File: src/rtl/bssc_pkg.sv
`default_nettype none
// ----------------------------------------------------------------------------
// Bootload slave session control package
// Shared types, codes and constants for the session control block.
// ----------------------------------------------------------------------------
package bssc_pkg;

	localparam int UID_WIDTH   = 64;
	localparam int CFG_WIDTH   = 64;
	localparam int CFG_IDX_W   = 2;
	localparam int SEQ_WIDTH   = 8;
	localparam int TICK_WIDTH  = 4;
	localparam int DATA_WIDTH  = 32;

	localparam logic [SEQ_WIDTH-1:0]  SEQ_STEP     = SEQ_WIDTH'(2);
	localparam logic [DATA_WIDTH-1:0] ADDR_CONTINUE = 32'hFFFF_FFFF;
	localparam logic [DATA_WIDTH-1:0] MODULE_ID_MASK = 32'h0000_00FF;

	typedef enum logic [CFG_IDX_W-1:0] {
		REG_OWN_UID      = 2'd0,
		REG_LOADING_MODE = 2'd1,
		REG_LINK_READY   = 2'd2
	} reg_idx_t;

	typedef enum logic [3:0] {
		CMD_TICK       = 4'd0,
		CMD_ACK        = 4'd1,
		CMD_HEX_WRITE  = 4'd2,
		CMD_HEX_READ   = 4'd3,
		CMD_IDENTIFY   = 4'd4,
		CMD_SELECT     = 4'd5,
		CMD_DESELECT   = 4'd6,
		CMD_ERASE_CFG  = 4'd7,
		CMD_ERASE_USER = 4'd8,
		CMD_ERASE_PROG = 4'd9,
		CMD_CRC        = 4'd10,
		CMD_NAME       = 4'd11,
		CMD_ID         = 4'd12,
		CMD_BOOTLOAD   = 4'd13,
		CMD_RESET      = 4'd14,
		CMD_OTHER      = 4'd15
	} cmd_t;

	typedef enum logic [1:0] {
		HEX_BEGIN   = 2'd0,
		HEX_DATA    = 2'd1,
		HEX_END     = 2'd2,
		HEX_INVALID = 2'd3
	} hex_kind_t;

	typedef enum logic [2:0] {
		ST_OK           = 3'd0,
		ST_ERROR        = 3'd1,
		ST_WRONG_SEQ    = 3'd2,
		ST_WRONG_UID    = 3'd3,
		ST_NOT_SELECTED = 3'd4,
		ST_BROKEN       = 3'd5
	} status_t;

	typedef enum logic [3:0] {
		ACT_NONE        = 4'd0,
		ACT_ERASE_CFG   = 4'd1,
		ACT_ERASE_USER  = 4'd2,
		ACT_ERASE_PROG  = 4'd3,
		ACT_WRITE_CRC   = 4'd4,
		ACT_WRITE_NAME  = 4'd5,
		ACT_WRITE_ID    = 4'd6,
		ACT_RESET       = 4'd7,
		ACT_HEX_BEGIN   = 4'd8,
		ACT_HEX_DATA    = 4'd9,
		ACT_HEX_END     = 4'd10,
		ACT_READ_START  = 4'd11,
		ACT_READ_CONT   = 4'd12
	} action_t;

	typedef enum logic [2:0] {
		PAT_WAIT   = 3'd0,
		PAT_INIT   = 3'd1,
		PAT_LOAD   = 3'd2,
		PAT_MUTE   = 3'd3,
		PAT_IDENT  = 3'd4,
		PAT_SELECT = 3'd5
	} led_t;

	typedef struct packed {
		logic [3:0]            command;
		logic [SEQ_WIDTH-1:0]  sequence_req;
		logic [UID_WIDTH-1:0]  message_uid;
		logic [1:0]            hex_kind;
		logic [DATA_WIDTH-1:0] read_address;
		logic [DATA_WIDTH-1:0] payload;
		logic                  backend_ok;
	} msg_t;

	typedef struct packed {
		logic                  ack_valid;
		status_t               status;
		action_t               action;
		logic [DATA_WIDTH-1:0] payload_out;
		logic                  announce;
		led_t                  led_pattern;
	} result_t;

	typedef struct packed {
		logic                  we;
		logic [CFG_IDX_W-1:0]  index;
		logic [CFG_WIDTH-1:0]  data;
	} cfg_wr_t;

endpackage
`default_nettype wire

File: src/rtl/bootload_slave_session_control.sv
`default_nettype none
// ----------------------------------------------------------------------------
// Bootload slave session control
// Slave side of a bus bootloader session: message checks, acknowledge status,
// storage action requests, announce requests and LED pattern.
// ----------------------------------------------------------------------------
// Every input transaction gives exactly one result transaction. A message is
// registered at the input, evaluated against the session state and written
// to the result register, so a new message is accepted every cycle when
// out_ready is held high; otherwise the stages stall. The result is valid at
// the output from the result register and stays there until it is taken.
// The session state updates as each message leaves the input register, so
// back-to-back messages see each other's effect. Configuration writes take
// effect on the next cycle and are expected only while idle.
module bootload_slave_session_control (
	input  wire logic        clk,
	input  wire logic        arst_n,
	input  wire logic        cfg_we,
	input  wire logic [1:0]  cfg_index,
	input  wire logic [63:0] cfg_data,
	input  wire logic        in_valid,
	output logic             in_ready,
	input  wire logic [3:0]  command,
	input  wire logic [7:0]  sequence_req,
	input  wire logic [63:0] message_uid,
	input  wire logic [1:0]  hex_kind,
	input  wire logic [31:0] read_address,
	input  wire logic [31:0] payload,
	input  wire logic        backend_ok,
	output logic             out_valid,
	input  wire logic        out_ready,
	output logic             ack_valid,
	output logic [2:0]       status,
	output logic [3:0]       action,
	output logic [31:0]      payload_out,
	output logic             announce,
	output logic [2:0]       led_pattern
);
	import bssc_pkg::*;

	msg_t    in_msg;
	msg_t    msg_s1;
	logic    msg_valid_s1;
	logic    space;
	logic    fire;
	cfg_wr_t cfg;
	result_t res_comb;
	result_t res_s2;

	assign in_msg.command      = command;
	assign in_msg.sequence_req = sequence_req;
	assign in_msg.message_uid  = message_uid[UID_WIDTH-1:0];
	assign in_msg.hex_kind     = hex_kind;
	assign in_msg.read_address = read_address;
	assign in_msg.payload      = payload;
	assign in_msg.backend_ok   = backend_ok;

	assign cfg.we    = cfg_we;
	assign cfg.index = cfg_index;
	assign cfg.data  = cfg_data;

	assign fire = msg_valid_s1 && space;

	bssc_in_stage u_in (
		.clk          (clk),
		.arst_n       (arst_n),
		.in_valid     (in_valid),
		.in_ready     (in_ready),
		.in_msg       (in_msg),
		.msg_valid_s1 (msg_valid_s1),
		.msg_s1       (msg_s1),
		.take         (space)
	);

	bssc_session u_session (
		.clk    (clk),
		.arst_n (arst_n),
		.cfg    (cfg),
		.msg    (msg_s1),
		.fire   (fire),
		.res    (res_comb)
	);

	bssc_out_stage u_out (
		.clk       (clk),
		.arst_n    (arst_n),
		.load      (fire),
		.res_in    (res_comb),
		.space     (space),
		.out_valid (out_valid),
		.out_ready (out_ready),
		.res_s2    (res_s2)
	);

	assign ack_valid   = res_s2.ack_valid;
	assign status      = res_s2.status;
	assign action      = res_s2.action;
	assign payload_out = res_s2.payload_out;
	assign announce    = res_s2.announce;
	assign led_pattern = res_s2.led_pattern;

endmodule
`default_nettype wire

File: src/rtl/bssc_in_stage.sv
`default_nettype none
// ----------------------------------------------------------------------------
// Input stage
// Registers one incoming message transaction and holds it until the session
// logic takes it.
// ----------------------------------------------------------------------------
module bssc_in_stage (
	input  wire logic         clk,
	input  wire logic         arst_n,
	input  wire logic         in_valid,
	output logic              in_ready,
	input  wire bssc_pkg::msg_t in_msg,
	output logic              msg_valid_s1,
	output bssc_pkg::msg_t    msg_s1,
	input  wire logic         take
);
	import bssc_pkg::*;

	logic load;

	assign in_ready = !msg_valid_s1 || take;
	assign load     = in_valid && in_ready;

	always_ff @(posedge clk or negedge arst_n) begin
		if (!arst_n) begin
			msg_valid_s1 <= 1'b0;
		end else if (in_ready) begin
			msg_valid_s1 <= in_valid;
		end
	end

	always_ff @(posedge clk) begin
		if (load) begin
			msg_s1 <= in_msg;
		end
	end

endmodule
`default_nettype wire

File: src/rtl/bssc_session.sv
`default_nettype none
// ----------------------------------------------------------------------------
// Session logic
// Holds the configuration and session state, checks identifier, selection
// and sequence number, and forms the result of one message.
// ----------------------------------------------------------------------------
module bssc_session (
	input  wire logic            clk,
	input  wire logic            arst_n,
	input  wire bssc_pkg::cfg_wr_t cfg,
	input  wire bssc_pkg::msg_t  msg,
	input  wire logic            fire,
	output bssc_pkg::result_t    res
);
	import bssc_pkg::*;

	logic [UID_WIDTH-1:0]  own_uid_q;
	logic                  loading_mode_q;
	logic                  link_ready_q;

	logic                  selected_q;
	logic                  muted_q;
	logic [SEQ_WIDTH-1:0]  last_seq_q;
	logic                  write_ok_q;
	logic [TICK_WIDTH-1:0] tick_q;

	logic                  selected_d;
	logic                  muted_d;
	logic [SEQ_WIDTH-1:0]  last_seq_d;
	logic                  write_ok_d;
	logic [TICK_WIDTH-1:0] tick_d;

	logic                  match;
	logic                  seq_good;
	logic                  gate_pass;
	logic                  ident;
	status_t               res_st;
	logic                  wok_and;

	always_ff @(posedge clk or negedge arst_n) begin
		if (!arst_n) begin
			own_uid_q      <= '0;
			loading_mode_q <= 1'b0;
			link_ready_q   <= 1'b0;
		end else if (cfg.we) begin
			unique case (cfg.index)
				REG_OWN_UID:      own_uid_q      <= cfg.data[UID_WIDTH-1:0];
				REG_LOADING_MODE: loading_mode_q <= cfg.data[0];
				REG_LINK_READY:   link_ready_q   <= cfg.data[0];
				default: ;
			endcase
		end
	end

	always_ff @(posedge clk or negedge arst_n) begin
		if (!arst_n) begin
			selected_q <= 1'b0;
			muted_q    <= 1'b0;
			last_seq_q <= '0;
			write_ok_q <= 1'b0;
			tick_q     <= '0;
		end else if (fire) begin
			selected_q <= selected_d;
			muted_q    <= muted_d;
			last_seq_q <= last_seq_d;
			write_ok_q <= write_ok_d;
			tick_q     <= tick_d;
		end
	end

	assign match    = (msg.message_uid[UID_WIDTH-1:0] == own_uid_q[UID_WIDTH-1:0]);
	assign seq_good = (msg.sequence_req == SEQ_WIDTH'(last_seq_q + SEQ_STEP));
	assign gate_pass = match && selected_q && seq_good;
	assign res_st   = msg.backend_ok ? ST_OK : ST_ERROR;
	assign wok_and  = write_ok_q && msg.backend_ok;

	always_comb begin
		selected_d      = selected_q;
		muted_d         = muted_q;
		last_seq_d      = last_seq_q;
		write_ok_d      = write_ok_q;
		tick_d          = tick_q;
		ident           = 1'b0;
		res.ack_valid   = 1'b0;
		res.status      = ST_OK;
		res.action      = ACT_NONE;
		res.payload_out = '0;
		res.announce    = 1'b0;

		if (cmd_t'(msg.command) == CMD_TICK) begin
			res.announce = link_ready_q && (tick_q != '0) && !selected_q && !muted_q;
			tick_d       = TICK_WIDTH'(tick_q + 1'b1);
		end else if (link_ready_q) begin
			unique case (cmd_t'(msg.command))
				CMD_HEX_WRITE: begin
					if (selected_q) begin
						res.ack_valid = 1'b1;
						if (!seq_good) begin
							res.status = ST_WRONG_SEQ;
						end else begin
							last_seq_d = msg.sequence_req;
							unique case (hex_kind_t'(msg.hex_kind))
								HEX_BEGIN: begin
									write_ok_d = 1'b1;
									res.action = ACT_HEX_BEGIN;
									res.status = ST_OK;
								end
								HEX_DATA: begin
									write_ok_d = wok_and;
									res.action = ACT_HEX_DATA;
									res.status = wok_and ? ST_OK : ST_ERROR;
								end
								HEX_END: begin
									write_ok_d = wok_and;
									res.action = ACT_HEX_END;
									res.status = wok_and ? ST_OK : ST_ERROR;
								end
								default: res.status = ST_BROKEN;
							endcase
						end
					end
				end
				CMD_IDENTIFY: begin
					if (match && !selected_q) begin
						res.ack_valid = 1'b1;
						ident         = 1'b1;
					end
				end
				CMD_SELECT: begin
					if (match) begin
						last_seq_d    = msg.sequence_req;
						selected_d    = 1'b1;
						muted_d       = 1'b0;
						res.ack_valid = 1'b1;
					end else begin
						selected_d = 1'b0;
						muted_d    = 1'b1;
					end
				end
				CMD_DESELECT: begin
					if (match) begin
						if (selected_q) begin
							res.ack_valid = 1'b1;
							if (seq_good) begin
								last_seq_d = msg.sequence_req;
								selected_d = 1'b0;
							end else begin
								res.status = ST_WRONG_SEQ;
							end
						end
					end else if (selected_q) begin
						res.ack_valid = 1'b1;
						res.status    = ST_WRONG_UID;
					end else begin
						muted_d = 1'b0;
					end
				end
				CMD_HEX_READ, CMD_ERASE_CFG, CMD_ERASE_USER, CMD_ERASE_PROG,
				CMD_CRC, CMD_NAME, CMD_ID, CMD_RESET: begin
					if (match) begin
						res.ack_valid = 1'b1;
						if (!selected_q) begin
							res.status = ST_NOT_SELECTED;
						end else if (!seq_good) begin
							res.status = ST_WRONG_SEQ;
						end
					end else if (selected_q) begin
						res.ack_valid = 1'b1;
						res.status    = ST_WRONG_UID;
					end
					if (gate_pass) begin
						last_seq_d = msg.sequence_req;
						res.status = res_st;
						unique case (cmd_t'(msg.command))
							CMD_HEX_READ: begin
								if (msg.read_address == ADDR_CONTINUE) begin
									res.action = ACT_READ_CONT;
									res.status = ST_OK;
								end else begin
									res.action      = ACT_READ_START;
									res.payload_out = msg.read_address;
								end
							end
							CMD_ERASE_CFG: res.action = ACT_ERASE_CFG;
							CMD_ERASE_USER: begin
								res.action = ACT_ERASE_USER;
								if (msg.backend_ok) write_ok_d = 1'b1;
							end
							CMD_ERASE_PROG: begin
								res.action = ACT_ERASE_PROG;
								if (msg.backend_ok) write_ok_d = 1'b1;
							end
							CMD_CRC: begin
								res.action      = ACT_WRITE_CRC;
								res.payload_out = msg.payload;
							end
							CMD_NAME: begin
								res.action      = ACT_WRITE_NAME;
								res.payload_out = msg.payload;
							end
							CMD_ID: begin
								res.action      = ACT_WRITE_ID;
								res.payload_out = msg.payload & MODULE_ID_MASK;
							end
							default: begin
								res.action = ACT_RESET;
								res.status = ST_OK;
							end
						endcase
					end
				end
				default: ;
			endcase
		end

		if (ident) begin
			res.led_pattern = PAT_IDENT;
		end else if (!link_ready_q) begin
			res.led_pattern = PAT_WAIT;
		end else if (!loading_mode_q) begin
			res.led_pattern = PAT_INIT;
		end else if (selected_d) begin
			res.led_pattern = PAT_SELECT;
		end else if (muted_d) begin
			res.led_pattern = PAT_MUTE;
		end else begin
			res.led_pattern = PAT_LOAD;
		end

		if (!res.ack_valid) begin
			res.status = ST_OK;
		end
	end

endmodule
`default_nettype wire

File: src/rtl/bssc_out_stage.sv
`default_nettype none
// ----------------------------------------------------------------------------
// Output stage
// Result register that holds one result transaction until it is taken.
// ----------------------------------------------------------------------------
module bssc_out_stage (
	input  wire logic              clk,
	input  wire logic              arst_n,
	input  wire logic              load,
	input  wire bssc_pkg::result_t res_in,
	output logic                   space,
	output logic                   out_valid,
	input  wire logic              out_ready,
	output bssc_pkg::result_t      res_s2
);
	import bssc_pkg::*;

	assign space = !out_valid || out_ready;

	always_ff @(posedge clk or negedge arst_n) begin
		if (!arst_n) begin
			out_valid <= 1'b0;
		end else if (space) begin
			out_valid <= load;
		end
	end

	always_ff @(posedge clk) begin
		if (load) begin
			res_s2 <= res_in;
		end
	end

endmodule
`default_nettype wire
File: config.mk
export PLATFORM = sky130hd
export DESIGN_NAME = bootload_slave_session_control
export DESIGN_NICKNAME = d
export VERILOG_FILES = /design/src/rtl/bssc_pkg.sv /design/src/rtl/bootload_slave_session_control.sv /design/src/rtl/bssc_in_stage.sv /design/src/rtl/bssc_session.sv /design/src/rtl/bssc_out_stage.sv
export SDC_FILE = /design/constraint.sdc
export NUM_CORES = 1
export LEC_CHECK = 0
export BUFFER_PORTS_ARGS = -buffer_cell sky130_fd_sc_hd__buf_4
export CORE_MARGIN = 2
export CORE_UTILIZATION = 58
export DETAILED_ROUTE_END_ITERATION = 6
export PLACE_DENSITY_LB_ADDON = 0.05
export RECOVER_POWER = 25
export SYNTH_ARGS = -nofsm -noshare
export SYNTH_HDL_FRONTEND = slang
export SYNTH_SLANG_ARGS = --single-unit
File: constraint.sdc
create_clock -name clk -period 7.64 [get_ports clk]
set_input_delay 0.764 -clock clk [delete_from_list [all_inputs] [get_ports clk]]
set_output_delay 0.764 -clock clk [all_outputs]
set_load 0.02 [all_outputs]
==> reports/qor.txt <==
status: finished clean
Via density: 5.567
detailed-route wire length per cell: 19.13 um
largest net degree at the start of global routing: 73
fmax: 309.4 MHz
post-synth top area share: 0.5151
nets: 1,180
Post-CTS Setup Inserts: 0
# setup viols final: 0
Final Non-Filler Cells: 1,212
ys async rst share: 0.3074
max-capacitance violation count: 0
total CTS buffers: 28
Post-DP HPWL: 16.18 mm
share of cells above drive strength 1: 0.4192
number of synthesized flops with an enable pin: 187
DRC: 0
Final Cycle Share: 0.4231
PortBufs: 259
CTS Hold Bufs: 0
H-tree lvl count: 1
placed cells: 1,163
Max FO, Critical Path: 8
RSZ-0062 raised after global routing: false
CORE AREA: 0.01858 sq mm
Ports: 260
CP Launch Type: register
Setup crit end kind: register
minimum clock period after layout: 3232 ps
Overflow after GRT: 0
syn nets: 912
WHS Path Cells: 1
synthesized cell area: 0.01090 sq mm
clock-pin slew on the worst setup and hold paths: 60 ps
clk_lat worst skew: 530 ps
dominant synthesized flop cell: edfxtp_1
Peak VDD IR: 0.2261 mV
logic depth of the worst register-to-register path: 8
Layout Utilization: 0.7504
synth unique cells: 58
Initial DRC Count: 441
Clock Skew: 19.99 ps
die area: 0.01991 sq mm
initial antenna violation count: 0
leakage power: 5.541 nW
#FFs+latches synth: 270
Initial Util: 0.5867
leading area contributor after synthesis: edfxtp_1
vias: 6,747
Area Growth Syn to Fin: 27.90%
number of synthesis warnings: 0
Max Slew Vio Count: 0
minimum hold slack: 426.3 ps
Die Ht: 141.1 um
GPL Wtd Cong: 0.8628
r2r setup slk: 4410 ps
post-route ant nets: 0
TritonRoute pass-1 iters: 5
Pwr Density: 256.3 mW/mm^2
Clock Tree Buf Depth: 3
Die W: 141.1 um
slew of the pin with the lowest slew margin: 1232 ps
Row Count: 50
Total Wirelength: 23.18 mm
cell count after synthesis: 691
syn avg cell area: 15.78 sq um
CTS tree: done
Sink Count: 270
sequential-to-total area share from yosys stat: 0.7056
post-cts sizing count: 0
CP Data Required Time: 8040 ps
Rel. slew slack: 0.1784
vias in the first global route: 6,987
Worst EP arrival: 3630 ps
critical setup path kind: register to register
top cells by area, synth: edfxtp_1, dfrtp_1, mux2_2
first-pass GRT wire length: 35.86 mm
overall routing resource usage: 0.2300
fillcell total: 1,173
root buffer cell: clkbuf_16
Overall Power: 0.003573 W
HP Class: input pin to register
Fin. Hold Viols: 0
Sum Neg Setup Slack: 0 ps
ANT cells: 0
==> path summary, 6_finish.rpt <==
check | start | endpoint
min in group asynchronous | arst_n | u_session.own_uid_q[35]$_DFFE_PN0P_
worst min register to register | u_in.msg_valid_s1$_DFFE_PN0N_ | u_out.out_valid$_DFFE_PN0P_
worst max-delay path | u_session.last_seq_q[1]$_DFFE_PN0P_ | u_session.last_seq_q[2]$_DFFE_PN0P_
max in group asynchronous | arst_n | u_session.own_uid_q[51]$_DFFE_PN0P_
worst max register to register | u_session.last_seq_q[1]$_DFFE_PN0P_ | u_session.last_seq_q[2]$_DFFE_PN0P_
worst min-delay path | message_uid[5] | u_in.msg_s1[72]$_DFFE_PP_
==> state kept, by name (all words and copies together), names as in the netlist <==
signal,cells
u_in.msg_valid_s1,1
u_session.own_uid_q,64
u_session.loading_mode_q,1
u_out.res_s2,44
u_session.selected_q,1
u_in.msg_s1,143
u_session.muted_q,1
u_out.out_valid,1
u_session.link_ready_q,1
u_session.write_ok_q,1
u_session.last_seq_q,8
u_session.tick_q,4
==> cells by family after synthesis <==
kind of cell             after synthesis  synth area share
adder cells (fa/ha/maj)                7          0.008034
flip-flops                           270            0.7056
multiplexers                          75           0.07736
buffers and inverters                 38           0.01676
AO/OA/AOI/OAI                         76           0.05062
XOR/XNOR                              76           0.06106
AND/OR/NAND/NOR                      149           0.08057
==> layout by cell type (no fill, tap or decap), drive strengths merged, types with 3 or more instances in the layout <==
cell type  Yosys  final
nor2          46     46
mux2          74     74
a22oi         33     33
nand3          5      5
nor3           4      4
and2           3      3
or4            3      3
nor4          20     20
nor3b          5      5
nand2         23     23
clkbuf        23    159
edfxtp       187    187
xor2          68     68
bufinv         0      3
inv           12     12
nand3b         3      3
ha             7      7
a31oi          3      3
buf            3    137
clkinv         0     12
o21ai          9      9
nand2b         6      6
and3           6      6
nand4         14     14
dfrtp         83     83
a21oi         11     11
xnor2          8      8
==> per-layer routing <==
layer  share of wire  track usage
met5               0            0
met3           0.090      0.05808
met1            0.38       0.2904
met2            0.50       0.3945
met4           0.030      0.07158
==> per-stage QoR <==
stage                     setup slack (ps)  area [sq um]
after detailed placement              4435         13050
after CTS                             4414         13950
final                                 4408         13940
after floorplan                       2779         10900
after global routing                  4214         13940
after global placement                4541         13050
==> Yosys cell counts (all sizes together), types with 4 or more instances <==
cell      n
nand2    23
xor2     68
and3      6
nor3b     5
nor2     46
nor4     20
xnor2     8
clkbuf   23
dfrtp    83
nand3     5
nor3      4
mux2     74
edfxtp  187
o21ai     9
nand4    14
ha        7
nand2b    6
a21oi    11
inv      12
a22oi    33
==> layout make-up <==
| cell class | count | area (sq um) | share of cell area |
|---|---|---|---|
| sequential | 270 | 7692 | 0.5517 |
| multi-input combinational | 383 | 3034 | 0.2176 |
| timing repair buffer | 264 | 1974 | 0.1416 |
| clock buffer | 32 | 747.0 | 0.05357 |
| tap | 234 | 292.8 | 0.02100 |
| clock inverter | 17 | 157.7 | 0.01131 |
| inverter | 12 | 45.04 | 0.003230 |
==> critical path, cell delays in order, from the launching register on <==
cell and delay [ps]:
dfrtp_1 430, ha_1 250, and3_1 190, and4_1 210
or4_4 510, nor4_4 600, o221ai_2 230, a21oi_4 300
mux2_2 370
==> where the power goes <==
group | internal (W) | leakage (nW) | total, W | switching, W
registers | 0.00174 | 2.82 | 0.00184 | 0.000103
logic | 0.000220 | 2.28 | 0.000408 | 0.000187
clock network | 0.000795 | 0.442 | 0.00133 | 0.000530
total | 0.00275 | 5.54 | 0.00357 | 0.000820
Power figures use the tool's default switching activity.
